$ cat src/wlb_pkg.sv
// shared types and constants for the weighted linear binning block
package wlb_pkg;

  localparam int SUM_W = 48;
  localparam int DVD_W = 64;
  localparam int CNT_W = 7;

  typedef enum logic [1:0] {
    ACT_CLEAR = 2'd0,
    ACT_ADD   = 2'd1,
    ACT_READ  = 2'd2,
    ACT_NONE  = 2'd3
  } action_t;

  typedef enum logic [2:0] {
    ST_OK         = 3'd0,
    ST_WEIGHT_BAD = 3'd1,
    ST_OUTSIDE    = 3'd2,
    ST_GRID_BAD   = 3'd3,
    ST_NO_MASS    = 3'd4
  } status_t;

  typedef enum logic [1:0] {
    DIV_CELL  = 2'd0,
    DIV_SHARE = 2'd1,
    DIV_NORM  = 2'd2
  } div_mode_t;

  typedef enum logic [1:0] {
    ADDR_LEFT  = 2'd0,
    ADDR_RIGHT = 2'd1,
    ADDR_INDEX = 2'd2
  } addr_sel_t;

  typedef enum logic [1:0] {
    VAL_ZERO = 2'd0,
    VAL_QUO  = 2'd1,
    VAL_ONES = 2'd2
  } val_sel_t;

  typedef enum logic [3:0] {
    S_INIT_CLR,
    S_IDLE,
    S_CLR,
    S_ADD_CHK,
    S_DIV1_GO,
    S_DIV1_WAIT,
    S_CELL,
    S_DIV2_GO,
    S_DIV2_WAIT,
    S_RD_L,
    S_WR_L,
    S_RD_R,
    S_WR_R,
    S_RD_CHK,
    S_RD_DIV,
    S_RD_WAIT
  } state_t;

  typedef struct packed {
    logic      load;
    logic      sweep;
    logic      clr_total;
    logic      mul1;
    logic      mul2;
    logic      div_go;
    div_mode_t div_mode;
    logic      rd;
    addr_sel_t rd_sel;
    logic      wr_left;
    logic      wr_right;
    logic      add_total;
    logic      finish;
    status_t   fin_code;
    val_sel_t  fin_val;
  } cmd_t;

  typedef struct packed {
    action_t action;
    logic    grid_ok;
    logic    w_pos;
    logic    d_neg;
    logic    idx_bad;
    logic    total_zero;
    logic    cell_bad;
    logic    div_done;
    logic    sweep_last;
    logic    rd_sat;
  } stat_t;

endpackage

$ cat src/wlb_ctrl.sv
// controller state machine for the binning block
module wlb_ctrl import wlb_pkg::*; (
  input  logic  clk,
  input  logic  rst,
  input  logic  start,
  input  stat_t stat,
  output cmd_t  cmd,
  output logic  busy
);

  state_t state;
  state_t state_next;

  always_ff @(posedge clk) begin
    if (rst) state <= S_INIT_CLR;
    else state <= state_next;
  end

  always_comb begin
    state_next = state;
    unique case (state)
      S_INIT_CLR: if (stat.sweep_last) state_next = S_IDLE;
      S_IDLE: begin
        if (start) begin
          state_next = S_ADD_CHK;
        end
      end
      default: state_next = state;
    endcase
    // item dispatch and the rest of the sequence
    unique case (state)
      S_IDLE: begin
        if (start) state_next = S_ADD_CHK;
      end
      S_ADD_CHK: begin
        unique case (stat.action)
          ACT_CLEAR: state_next = S_CLR;
          ACT_ADD: begin
            if (!stat.grid_ok || !stat.w_pos || stat.d_neg) state_next = S_IDLE;
            else state_next = S_DIV1_GO;
          end
          ACT_READ: state_next = S_RD_CHK;
          default:  state_next = S_IDLE;
        endcase
      end
      S_CLR:       if (stat.sweep_last) state_next = S_IDLE;
      S_DIV1_GO:   state_next = S_DIV1_WAIT;
      S_DIV1_WAIT: if (stat.div_done) state_next = S_CELL;
      S_CELL:      state_next = stat.cell_bad ? S_IDLE : S_DIV2_GO;
      S_DIV2_GO:   state_next = S_DIV2_WAIT;
      S_DIV2_WAIT: if (stat.div_done) state_next = S_RD_L;
      S_RD_L:      state_next = S_WR_L;
      S_WR_L:      state_next = S_RD_R;
      S_RD_R:      state_next = S_WR_R;
      S_WR_R:      state_next = S_IDLE;
      S_RD_CHK: begin
        if (!stat.grid_ok || stat.idx_bad || stat.total_zero) state_next = S_IDLE;
        else state_next = S_RD_DIV;
      end
      S_RD_DIV:    state_next = stat.rd_sat ? S_IDLE : S_RD_WAIT;
      S_RD_WAIT:   if (stat.div_done) state_next = S_IDLE;
      default:     ;
    endcase
  end

  always_comb begin
    cmd      = '0;
    cmd.fin_code = ST_OK;
    cmd.fin_val  = VAL_ZERO;
    cmd.div_mode = DIV_CELL;
    cmd.rd_sel   = ADDR_LEFT;
    busy     = state != S_IDLE;
    unique case (state)
      S_INIT_CLR: begin
        cmd.sweep = 1'b1;
      end
      S_IDLE: begin
        cmd.load = start;
      end
      S_ADD_CHK: begin
        // add checks happen here, the first multiply runs alongside
        cmd.mul1 = 1'b1;
        priority case (stat.action)
          ACT_ADD: begin
            if (!stat.grid_ok) begin
              cmd.finish   = 1'b1;
              cmd.fin_code = ST_GRID_BAD;
            end else if (!stat.w_pos) begin
              cmd.finish   = 1'b1;
              cmd.fin_code = ST_WEIGHT_BAD;
            end else if (stat.d_neg) begin
              cmd.finish   = 1'b1;
              cmd.fin_code = ST_OUTSIDE;
            end
          end
          ACT_NONE: cmd.finish = 1'b1;
          default: ;
        endcase
      end
      S_CLR: begin
        cmd.sweep = 1'b1;
        if (stat.sweep_last) begin
          cmd.clr_total = 1'b1;
          cmd.finish    = 1'b1;
        end
      end
      S_DIV1_GO: begin
        cmd.div_go   = 1'b1;
        cmd.div_mode = DIV_CELL;
      end
      S_CELL: begin
        cmd.mul2 = 1'b1;
        if (stat.cell_bad) begin
          cmd.finish   = 1'b1;
          cmd.fin_code = ST_OUTSIDE;
        end
      end
      S_DIV2_GO: begin
        cmd.div_go   = 1'b1;
        cmd.div_mode = DIV_SHARE;
      end
      S_RD_L: begin
        cmd.rd     = 1'b1;
        cmd.rd_sel = ADDR_LEFT;
      end
      S_WR_L: cmd.wr_left = 1'b1;
      S_RD_R: begin
        cmd.rd     = 1'b1;
        cmd.rd_sel = ADDR_RIGHT;
      end
      S_WR_R: begin
        cmd.wr_right  = 1'b1;
        cmd.add_total = 1'b1;
        cmd.finish    = 1'b1;
      end
      S_RD_CHK: begin
        cmd.rd     = 1'b1;
        cmd.rd_sel = ADDR_INDEX;
        if (!stat.grid_ok) begin
          cmd.finish   = 1'b1;
          cmd.fin_code = ST_GRID_BAD;
        end else if (stat.idx_bad) begin
          cmd.finish   = 1'b1;
          cmd.fin_code = ST_OUTSIDE;
        end else if (stat.total_zero) begin
          cmd.finish   = 1'b1;
          cmd.fin_code = ST_NO_MASS;
        end
      end
      S_RD_DIV: begin
        if (stat.rd_sat) begin
          cmd.finish  = 1'b1;
          cmd.fin_val = VAL_ONES;
        end else begin
          cmd.div_go   = 1'b1;
          cmd.div_mode = DIV_NORM;
        end
      end
      S_RD_WAIT: begin
        cmd.div_mode = DIV_NORM;
        if (stat.div_done) begin
          cmd.finish  = 1'b1;
          cmd.fin_val = VAL_QUO;
        end
      end
      default: ;
    endcase
  end

endmodule

$ cat config.mk
export PLATFORM = sky130hd
export DESIGN_NAME = wlb_ctrl
export DESIGN_NICKNAME = d
export VERILOG_FILES = /design/src/wlb_pkg.sv /design/src/wlb_ctrl.sv
export SDC_FILE = /design/constraint.sdc
export NUM_CORES = 1
export LEC_CHECK = 0
export BUFFER_PORTS_ARGS = -buffer_cell sky130_fd_sc_hd__buf_2
export CORE_AREA = 2 2 49 51
export CTS_BUF_LIST = sky130_fd_sc_hd__clkbuf_2
export CTS_CLUSTER_SIZE = 20
export DETAILED_ROUTE_END_ITERATION = 8
export DIE_AREA = 0 0 51 53
export GPL_TIMING_DRIVEN = 0
export PLACE_DENSITY = 0.61
export SLEW_MARGIN = 5
export SYNTH_ARGS = -nofsm -noshare
export SYNTH_HDL_FRONTEND = slang
export SYNTH_SLANG_ARGS = --single-unit
export TNS_END_PERCENT = 50
$ cat constraint.sdc
create_clock -name clk -period 2 [get_ports clk]
set_input_delay 0.2 -clock clk [delete_from_list [all_inputs] [get_ports clk]]
set_output_delay 0.2 -clock clk [all_outputs]
set_load 0.01 [all_outputs]
==> qor.log, run 1 <==
qor: synthesis.synth_top_cells_by_count sky130_fd_sc_hd__nand2_1, sky130_fd_sc_hd__nor2_1, sky130_fd_sc_hd__nor2b_1, sky130_fd_sc_hd__buf_2, sky130_fd_sc_hd__nor3_1
qor: die.die_h 53 um
qor: synthesis.synth_seq_cells 4
qor: power_and_ir_drop.power.total 0.245 mW
qor: setup_path.worstSetupStartpointType flop
qor: synthesis.post-synth-top-count-cell sky130_fd_sc_hd__nand2_1
qor: route.postRouteWirelength 2200 um
qor: timing.rsz_0062_raised_after_global_routing false
qor: clocking.clk_buf_depth 2
qor: layout.largest_register_ffs 4
qor: timing.fin_worst_hold_slack 184 ps
qor: timing.final-hold-violation-count 0
qor: synthesis.edff_count_synth 0
qor: clocking.clkSinkCount 4
qor: synthesis.yosysSeqAreaShare 12.9%
qor: global_route.grt_max_degree 11
qor: setup_path.setup.worst_path.end_class primary output
qor: layout.post_route_cells_drive_above_1_share 38.6%
qor: layout.area_growth_syn_to_layout 37.3%
qor: timing.worst_slew_margin_rel 71.6%
qor: synthesis.synthDominantCellAreaShare 12.9%
qor: synthesis.synth-main-ff-cell sky130_fd_sc_hd__dfxtp_1
qor: clocking.clk_latency 210 ps
qor: layout.registers.top_by_ff_count state
qor: timing.period_needed 1930 ps
qor: timing.skew 1.06 ps
qor: power_and_ir_drop.vdd_drop_max 0.000172 V
qor: global_route.global_route_wire_length_before_repair 3460 um
qor: synthesis.post_synth_instance_area 621 sq um
qor: run_status.outcome completed
qor: clocking.numCtsBuffers 3
qor: clocking.cts.hold.buffers_added 0
qor: layout.design.final.nets 148
qor: route.drcViolationCount 0
qor: power_and_ir_drop.p_per_area 287 nW/um^2
qor: layout.num_antenna_cells 0
qor: global_route.grt.total_usage 16.7%
qor: setup_path.critical_path.max_fanout 7
qor: synthesis.netlist_instances 95
qor: synthesis.synth_cell_type_count 41
qor: timing.drv_slew 0
qor: die.start_util 28.9%
qor: place.place.gp.congestion 0.875
qor: place.detailedPlacementHpwl 1690 um
qor: setup_path.required 1800 ps
qor: synthesis.mappedNetlistNets 109
qor: clocking.postCtsSetupBuffers 0
qor: synthesis.synthArstFlopShare 0%
qor: min_path.class_of_the_tightest_hold_or_removal_check in -> reg
qor: timing.setup-tns-final 0 ps
qor: clocking.htreeDepth 1
qor: die.pin_count 35
qor: timing.setup_slack 65.7 ps
qor: route.drt_first_pass_iters 4
qor: route.detail_route.wl_per_cell 13.8 um
qor: timing.tightestPinTransition 425 ps
qor: clocking.root_buffer sky130_fd_sc_hd__clkbuf_2
qor: clocking.cts_tree built
qor: die.dieArea 2700 sq um
qor: die.core_area 2150 sq um
qor: synthesis.warnings_from_yosys 0
qor: route.drtAntennaViolNets 0
qor: synthesis.postSynthAreaPerCell 6.53 sq um
qor: flow_run.drv.max_cap_violation_count 0
qor: die.chipWidth 51 um
qor: setup_path.crit_type reg -> out
qor: global_route.grt_remaining_overflow 0
qor: die.row_count 17
qor: setup_path.worst-endpoint-arrival 1730 ps
qor: place.place_inst 157
qor: power_and_ir_drop.p_leak 0.430 nW
qor: layout.biggestRegsByFlops state: 4 flops
qor: layout.finish.cell_count_without_fillers 160
qor: clocking.cts.reportedPaths.clkPinSlew 40 ps
qor: place.detailedPlace.worstSlack 200 ps
qor: timing.layout_worst_path_cycle_share 96.7%
qor: timing.fmax 0.517 GHz
qor: route.via_per_inst 5.43
qor: timing.setup_viol 0
qor: route.first_iter_violations 47
qor: synthesis.netlist.top_cell.by_area sky130_fd_sc_hd__dfxtp_1
qor: setup_path.worst_setup_slack_for_register_to_register_paths 480 ps
qor: place.i_o_buffers 34
qor: route.vias 868
qor: global_route.number_of_antenna_violations_at_the_first_check_in_global_routing 0
qor: synthesis.netlist_top_cells_area sky130_fd_sc_hd__dfxtp_1, sky130_fd_sc_hd__nand2_1, sky130_fd_sc_hd__nor2_1
qor: global_route.number_of_global_route_vias_before_repair 758
layout make-up:
cell class,instances,area (sq um)
Fill cell,238,1300
Multi-Input combinational cell,79,488
Sequential cell,4,82.6
Inverter,4,15.0
Tap cell,28,35.0
Timing Repair Buffer,34,170
Buffer,8,46.3
Clock buffer,3,15.0
layout by cell type, fill, tap and decap left out, types with 2 or more instances in the layout:
cell type / netlist / routed
sky130_fd_sc_hd__o21ai_0: 2 / 2
sky130_fd_sc_hd__nand2_1: 12 / 11
sky130_fd_sc_hd__nor3_1: 5 / 5
sky130_fd_sc_hd__o22ai_1: 4 / 4
sky130_fd_sc_hd__a21oi_1: 4 / 4
sky130_fd_sc_hd__o31a_1: 2 / 2
sky130_fd_sc_hd__nor2b_1: 6 / 6
sky130_fd_sc_hd__buf_2: 5 / 38
sky130_fd_sc_hd__nor2_1: 11 / 11
sky130_fd_sc_hd__a311oi_1: 2 / 2
sky130_fd_sc_hd__dfxtp_2: 0 / 2
sky130_fd_sc_hd__clkbuf_2: 0 / 3
sky130_fd_sc_hd__inv_1: 4 / 4
sky130_fd_sc_hd__buf_4: 1 / 2
sky130_fd_sc_hd__nand2b_1: 3 / 3
sky130_fd_sc_hd__and3_1: 3 / 3
sky130_fd_sc_hd__dfxtp_1: 4 / 2
through the flow:
| step | instance area, sq um | util (%) |
|---|---|---|
| 6_report | 852 | 39.7 |
| 3_5_place_dp | 826 | 38.4 |
| 4_1_cts | 842 | 39.2 |
| 2_1_floorplan | 621 | - |
| 5_1_grt | 852 | 39.7 |
| 3_3_place_gp | 826 | 38.4 |
report_power, final:
part | leakage [nW] | internal (mW) | switching, mW | total [mW]
clock | 0.0125 | 0.0404 | 0.0358 | 0.0761
combinational | 0.384 | 0.0367 | 0.0493 | 0.0859
sequential | 0.0336 | 0.0821 | 0.000390 | 0.0825
total | 0.430 | 0.159 | 0.0855 | 0.245
worst paths after layout:
path                                          start                   to  cells after the start
worst min register to register  state[2]$_SDFF_PP0_  state[1]$_SDFF_PP0_                      3
worst max-delay path            state[2]$_SDFF_PP0_               cmd[2]                      5
worst max register to register  state[0]$_SDFF_PP0_  state[1]$_SDFF_PP0_                      5
worst min-delay path                            rst  state[0]$_SDFF_PP0_                      2
routing by layer:
metal	track usage [%]	routed length (um)
met5	0	0
met4	3.60	17
met3	2.82	246
met2	26.4	904
met1	23.6	1030
cells by family (layout without fill, tap and decap cells):
family / after synthesis / count (layout) / synth area share [%]
mux: 1 / 1 / 1.61
simple gates: 52 / 52 / 45.2
xor+xnor: 1 / 1 / 1.41
buf+inv: 12 / 49 / 8.87
flops: 4 / 4 / 12.9
compound gates: 25 / 25 / 30.0
worst max-delay path, cell delays in order, from the launching register on:
cell	delay [ps]
sky130_fd_sc_hd__dfxtp_2	340
sky130_fd_sc_hd__or3b_4	420
sky130_fd_sc_hd__or3_4	360
sky130_fd_sc_hd__nor2b_1	140
sky130_fd_sc_hd__o22ai_1	110
sky130_fd_sc_hd__buf_2	150
repair_timing:
item | CTS | global route
gates cloned | 0 | 0
setup endpoints to repair | 1 | 4
gates resized for setup | 1 | 6
Power figures use the tool's default switching activity.
==> run 2, diff against run 1 <==
--- a/config.mk
+++ b/config.mk
@@ -5,12 +5,13 @@
 export SDC_FILE = /design/constraint.sdc
 export NUM_CORES = 1
 export LEC_CHECK = 0
+export ABC_AREA = 1
 export BUFFER_PORTS_ARGS = -buffer_cell sky130_fd_sc_hd__buf_2
-export CORE_AREA = 2 2 49 51
+export CORE_AREA = 2 2 50 52
 export CTS_BUF_LIST = sky130_fd_sc_hd__clkbuf_2
 export CTS_CLUSTER_SIZE = 20
 export DETAILED_ROUTE_END_ITERATION = 8
-export DIE_AREA = 0 0 51 53
+export DIE_AREA = 0 0 52 54
 export GPL_TIMING_DRIVEN = 0
 export PLACE_DENSITY = 0.61
 export SLEW_MARGIN = 5
==> qor.log, run 2 <==
qor: synthesis.synth_cell_type_count 20 [was 41]
qor: clocking.htreeDepth 1 [unchanged]
qor: synthesis.netlist_instances 119 [was 95]
qor: layout.num_antenna_cells 0 [unchanged]
qor: die.pin_count 35 [unchanged]
qor: route.first_iter_violations 14 [was 47]
qor: synthesis.netlist_top_cells_area sky130_fd_sc_hd__nand2_1, sky130_fd_sc_hd__dfxtp_1, sky130_fd_sc_hd__inv_1 [was sky130_fd_sc_hd__dfxtp_1, sky130_fd_sc_hd__nand2_1, sky130_fd_sc_hd__nor2_1]
qor: clocking.cts.hold.buffers_added 0 [unchanged]
qor: route.postRouteWirelength 1800 um [was 2200 um]
qor: die.dieArea 2810 sq um [was 2700 sq um]
qor: place.place.gp.congestion 0.877 [was 0.875]
qor: layout.area_growth_syn_to_layout 34.2% [was 37.3%]
qor: synthesis.post-synth-top-count-cell sky130_fd_sc_hd__nand2_1 [unchanged]
qor: setup_path.required 1800 ps [about the same]
qor: layout.most-common-layout-cells sky130_fd_sc_hd__buf_2, sky130_fd_sc_hd__nand2_1, sky130_fd_sc_hd__inv_1 [was sky130_fd_sc_hd__buf_2, sky130_fd_sc_hd__nand2_1, sky130_fd_sc_hd__nor2_1]
qor: place.i_o_buffers 34 [unchanged]
qor: timing.final-hold-violation-count 0 [unchanged]
qor: synthesis.postSynthAreaPerCell 5.47 sq um [was 6.53 sq um]
qor: run_status.outcome completed [unchanged]
qor: timing.fmax 0.583 GHz [was 0.517 GHz]
qor: min_path.class_of_the_tightest_hold_or_removal_check in -> reg [unchanged]
qor: power_and_ir_drop.p_per_area 295 nW/um^2 [was 287 nW/um^2]
qor: timing.drv_slew 0 [unchanged]
qor: global_route.grt_max_degree 8 [was 11]
qor: synthesis.netlist.top_cell.by_area sky130_fd_sc_hd__nand2_1 [was sky130_fd_sc_hd__dfxtp_1]
qor: global_route.global_route.usage.met3 2.22% [was 2.82%]
qor: die.row_count 18 [was 17]
qor: timing.tightestPinTransition 354 ps [was 425 ps]
qor: global_route.grt.total_usage 14.6% [was 16.7%]
qor: clocking.root_buffer sky130_fd_sc_hd__clkbuf_2 [unchanged]
qor: synthesis.yosysSeqAreaShare 12.3% [was 12.9%]
qor: die.core_area 2320 sq um [was 2150 sq um]
qor: route.drt_first_pass_iters 4 [unchanged]
qor: setup_path.r2r-end state[0]$_SDFF_PP0_ [was state[1]$_SDFF_PP0_]
qor: clocking.cts_tree built [unchanged]
qor: global_route.grt.busiest_layer met2 [unchanged]
qor: clocking.cts.reportedPaths.clkPinSlew 40 ps [about the same]
qor: setup_path.timing.critical_path.from state[1]$_SDFF_PP0_ [was state[2]$_SDFF_PP0_]
qor: route.detail_route.wl_per_cell 9.66 um [was 13.8 um]
qor: synthesis.synth_seq_cells 4 [unchanged]
qor: layout.largest_register_ffs 4 [unchanged]
qor: global_route.globalRouteMet2Util 23.6% [was 26.4%]
qor: synthesis.synthDominantCellAreaShare 13.8% [was 12.9%]
qor: layout.post_route_cells_drive_above_1_share 39.7% [was 38.6%]
qor: place.place_inst 183 [was 157]
qor: synthesis.edff_count_synth 0 [unchanged]
qor: layout.final_common_cell sky130_fd_sc_hd__buf_2 [unchanged]
qor: clocking.numCtsBuffers 3 [unchanged]
qor: setup_path.worst-endpoint-arrival 1520 ps [was 1730 ps]
qor: clocking.postCtsSetupBuffers 0 [unchanged]
qor: clocking.clkSinkCount 4 [unchanged]
qor: global_route.number_of_global_route_vias_before_repair 748 [was 758]
qor: setup_path.crit_type reg -> out [unchanged]
qor: synthesis.mappedNetlistNets 133 [was 109]
qor: layout.registers.top_by_ff_count state [unchanged]
qor: timing.period_needed 1720 ps [was 1930 ps]
qor: setup_path.endpoint cmd[5] [was cmd[2]]
qor: timing.setup-tns-final 0 ps [unchanged]
qor: global_route.global_route_wire_length_before_repair 3060 um [was 3460 um]
qor: power_and_ir_drop.vdd_drop_max 0.000348 V [was 0.000172 V]
qor: setup_path.r2r_cells 9 [was 5]
qor: setup_path.timing.rr.start state[1]$_SDFF_PP0_ [was state[0]$_SDFF_PP0_]
qor: timing.worst_slew_margin_rel 76.3% [was 71.6%]
qor: timing.layout_worst_path_cycle_share 85.8% [was 96.7%]
qor: global_route.number_of_antenna_violations_at_the_first_check_in_global_routing 0 [unchanged]
qor: synthesis.post_synth_instance_area 651 sq um [was 621 sq um]
qor: synthesis.warnings_from_yosys 0 [unchanged]
qor: layout.design.final.nets 172 [was 148]
qor: synthesis.synth_top_cells_by_count sky130_fd_sc_hd__nand2_1, sky130_fd_sc_hd__inv_1, sky130_fd_sc_hd__nor2_1, sky130_fd_sc_hd__nand3_1 [was sky130_fd_sc_hd__nand2_1, sky130_fd_sc_hd__nor2_1, sky130_fd_sc_hd__nor2b_1, sky130_fd_sc_hd__buf_2, sky130_fd_sc_hd__nor3_1]
qor: timing.setup_viol 0 [unchanged]
qor: layout.biggestRegsByFlops state: 4 flops [unchanged]
qor: die.chipWidth 52 um [was 51 um]
qor: route.drtAntennaViolNets 0 [unchanged]
qor: timing.rsz_0062_raised_after_global_routing false [unchanged]
qor: route.vias 818 [was 868]
qor: clocking.post_cts_resize_count 0 [was 1]
qor: synthesis.synth-main-ff-cell sky130_fd_sc_hd__dfxtp_1 [unchanged]
qor: die.start_util 28.0% [was 28.9%]
qor: route.via_per_inst 4.40 [was 5.43]
qor: setup_path.worstSetupStartpointType flop [unchanged]
qor: power_and_ir_drop.p_leak 0.561 nW [was 0.430 nW]
qor: setup_path.critical_path.max_fanout 5 [was 7]
qor: setup_path.worst_setup_slack_for_register_to_register_paths 690 ps [was 480 ps]
qor: flow_run.drv.max_cap_violation_count 0 [unchanged]
qor: route.drcViolationCount 0 [unchanged]
qor: layout.finish.cell_count_without_fillers 186 [was 160]
qor: place.detailedPlacementHpwl 1600 um [was 1690 um]
qor: timing.skew 0.402 ps [was 1.06 ps]
qor: setup_path.setup.worst_path.end_class primary output [unchanged]
qor: clocking.clk_latency 200 ps [was 210 ps]
qor: global_route.grt.met1_usage 19.4% [was 23.6%]
qor: die.die_h 54 um [was 53 um]
qor: global_route.grt_remaining_overflow 0 [unchanged]
qor: synthesis.synthArstFlopShare 0% [unchanged]
qor: clocking.clk_buf_depth 2 [unchanged]
==> run 2: how the worst min path moves through the flow <==
stage | cells past startpoint | slack [ps] | from | to
floorplan | 1 | 270 | rst | state[1]$_SDFF_PP0_
global placement | 2 | 420 | rst | state[1]$_SDFF_PP0_
finish | 2 | 200 | rst | state[2]$_SDFF_PP0_
global route | 2 | 200 | rst | state[1]$_SDFF_PP0_
detailed placement | 2 | 420 | rst | state[2]$_SDFF_PP0_
CTS | 2 | 190 | rst | state[2]$_SDFF_PP0_
==> run 2: metrics by stage <==
stage	setup WS [ps]	total power [mW]	hold slack, ps	cell area, sq um	utilization (%)
6_report	284	0.257	204	873	37.6
5_1_grt	154	0.279	200	873	37.6
4_1_cts	241	0.264	190	873	37.6
3_5_place_dp	477	0.186	420	858	37.0
3_3_place_gp	465	0.185	417	858	37.0
2_1_floorplan	642	0.149	269	651	-
==> run 2: logic make-up (layout without fill, tap and decap cells) <==
family	after synthesis	count (layout)	share of synthesized area, %
AND/OR/NAND/NOR	80	80	63.7
buffers and inverters	25	62	15.0
AO/OA/AOI/OAI	10	10	9.04
flip-flops	4	4	12.3
==> run 2: final cells by class <==
type,instances,area (sq um)
Multi-Input combinational cell,90,473
Timing Repair Buffer,34,170
Tap cell,30,37.5
Fill cell,267,1450
Inverter,24,90.1
Sequential cell,4,80.1
Clock buffer,3,15.0
Buffer,1,7.51
==> run 2: layer usage <==
metal,vias to the layer above,wire length (um)
li1,445,-
met1,349,841
met2,24,843
met3,0,112
met4,0,0
met5,-,0
==> run 2: where the power goes <==
part | leakage, nW | switching, mW | internal, mW
Combinational | 0.516 | 0.0571 | 0.0346
Sequential | 0.0325 | 0.00838 | 0.0839
Clock | 0.0125 | 0.0330 | 0.0404
Total | 0.561 | 0.0985 | 0.159
==> run 2: critical path, cell delays in order, from the launching register on <==
cell and delay, ps:
sky130_fd_sc_hd__dfxtp_1 490, sky130_fd_sc_hd__inv_2 70, sky130_fd_sc_hd__nand2_1 150, sky130_fd_sc_hd__nor2_4 70, sky130_fd_sc_hd__nand2_2 50, sky130_fd_sc_hd__nand2_1 60, sky130_fd_sc_hd__nor3_1 170, sky130_fd_sc_hd__nand4_1 100
sky130_fd_sc_hd__buf_2 150
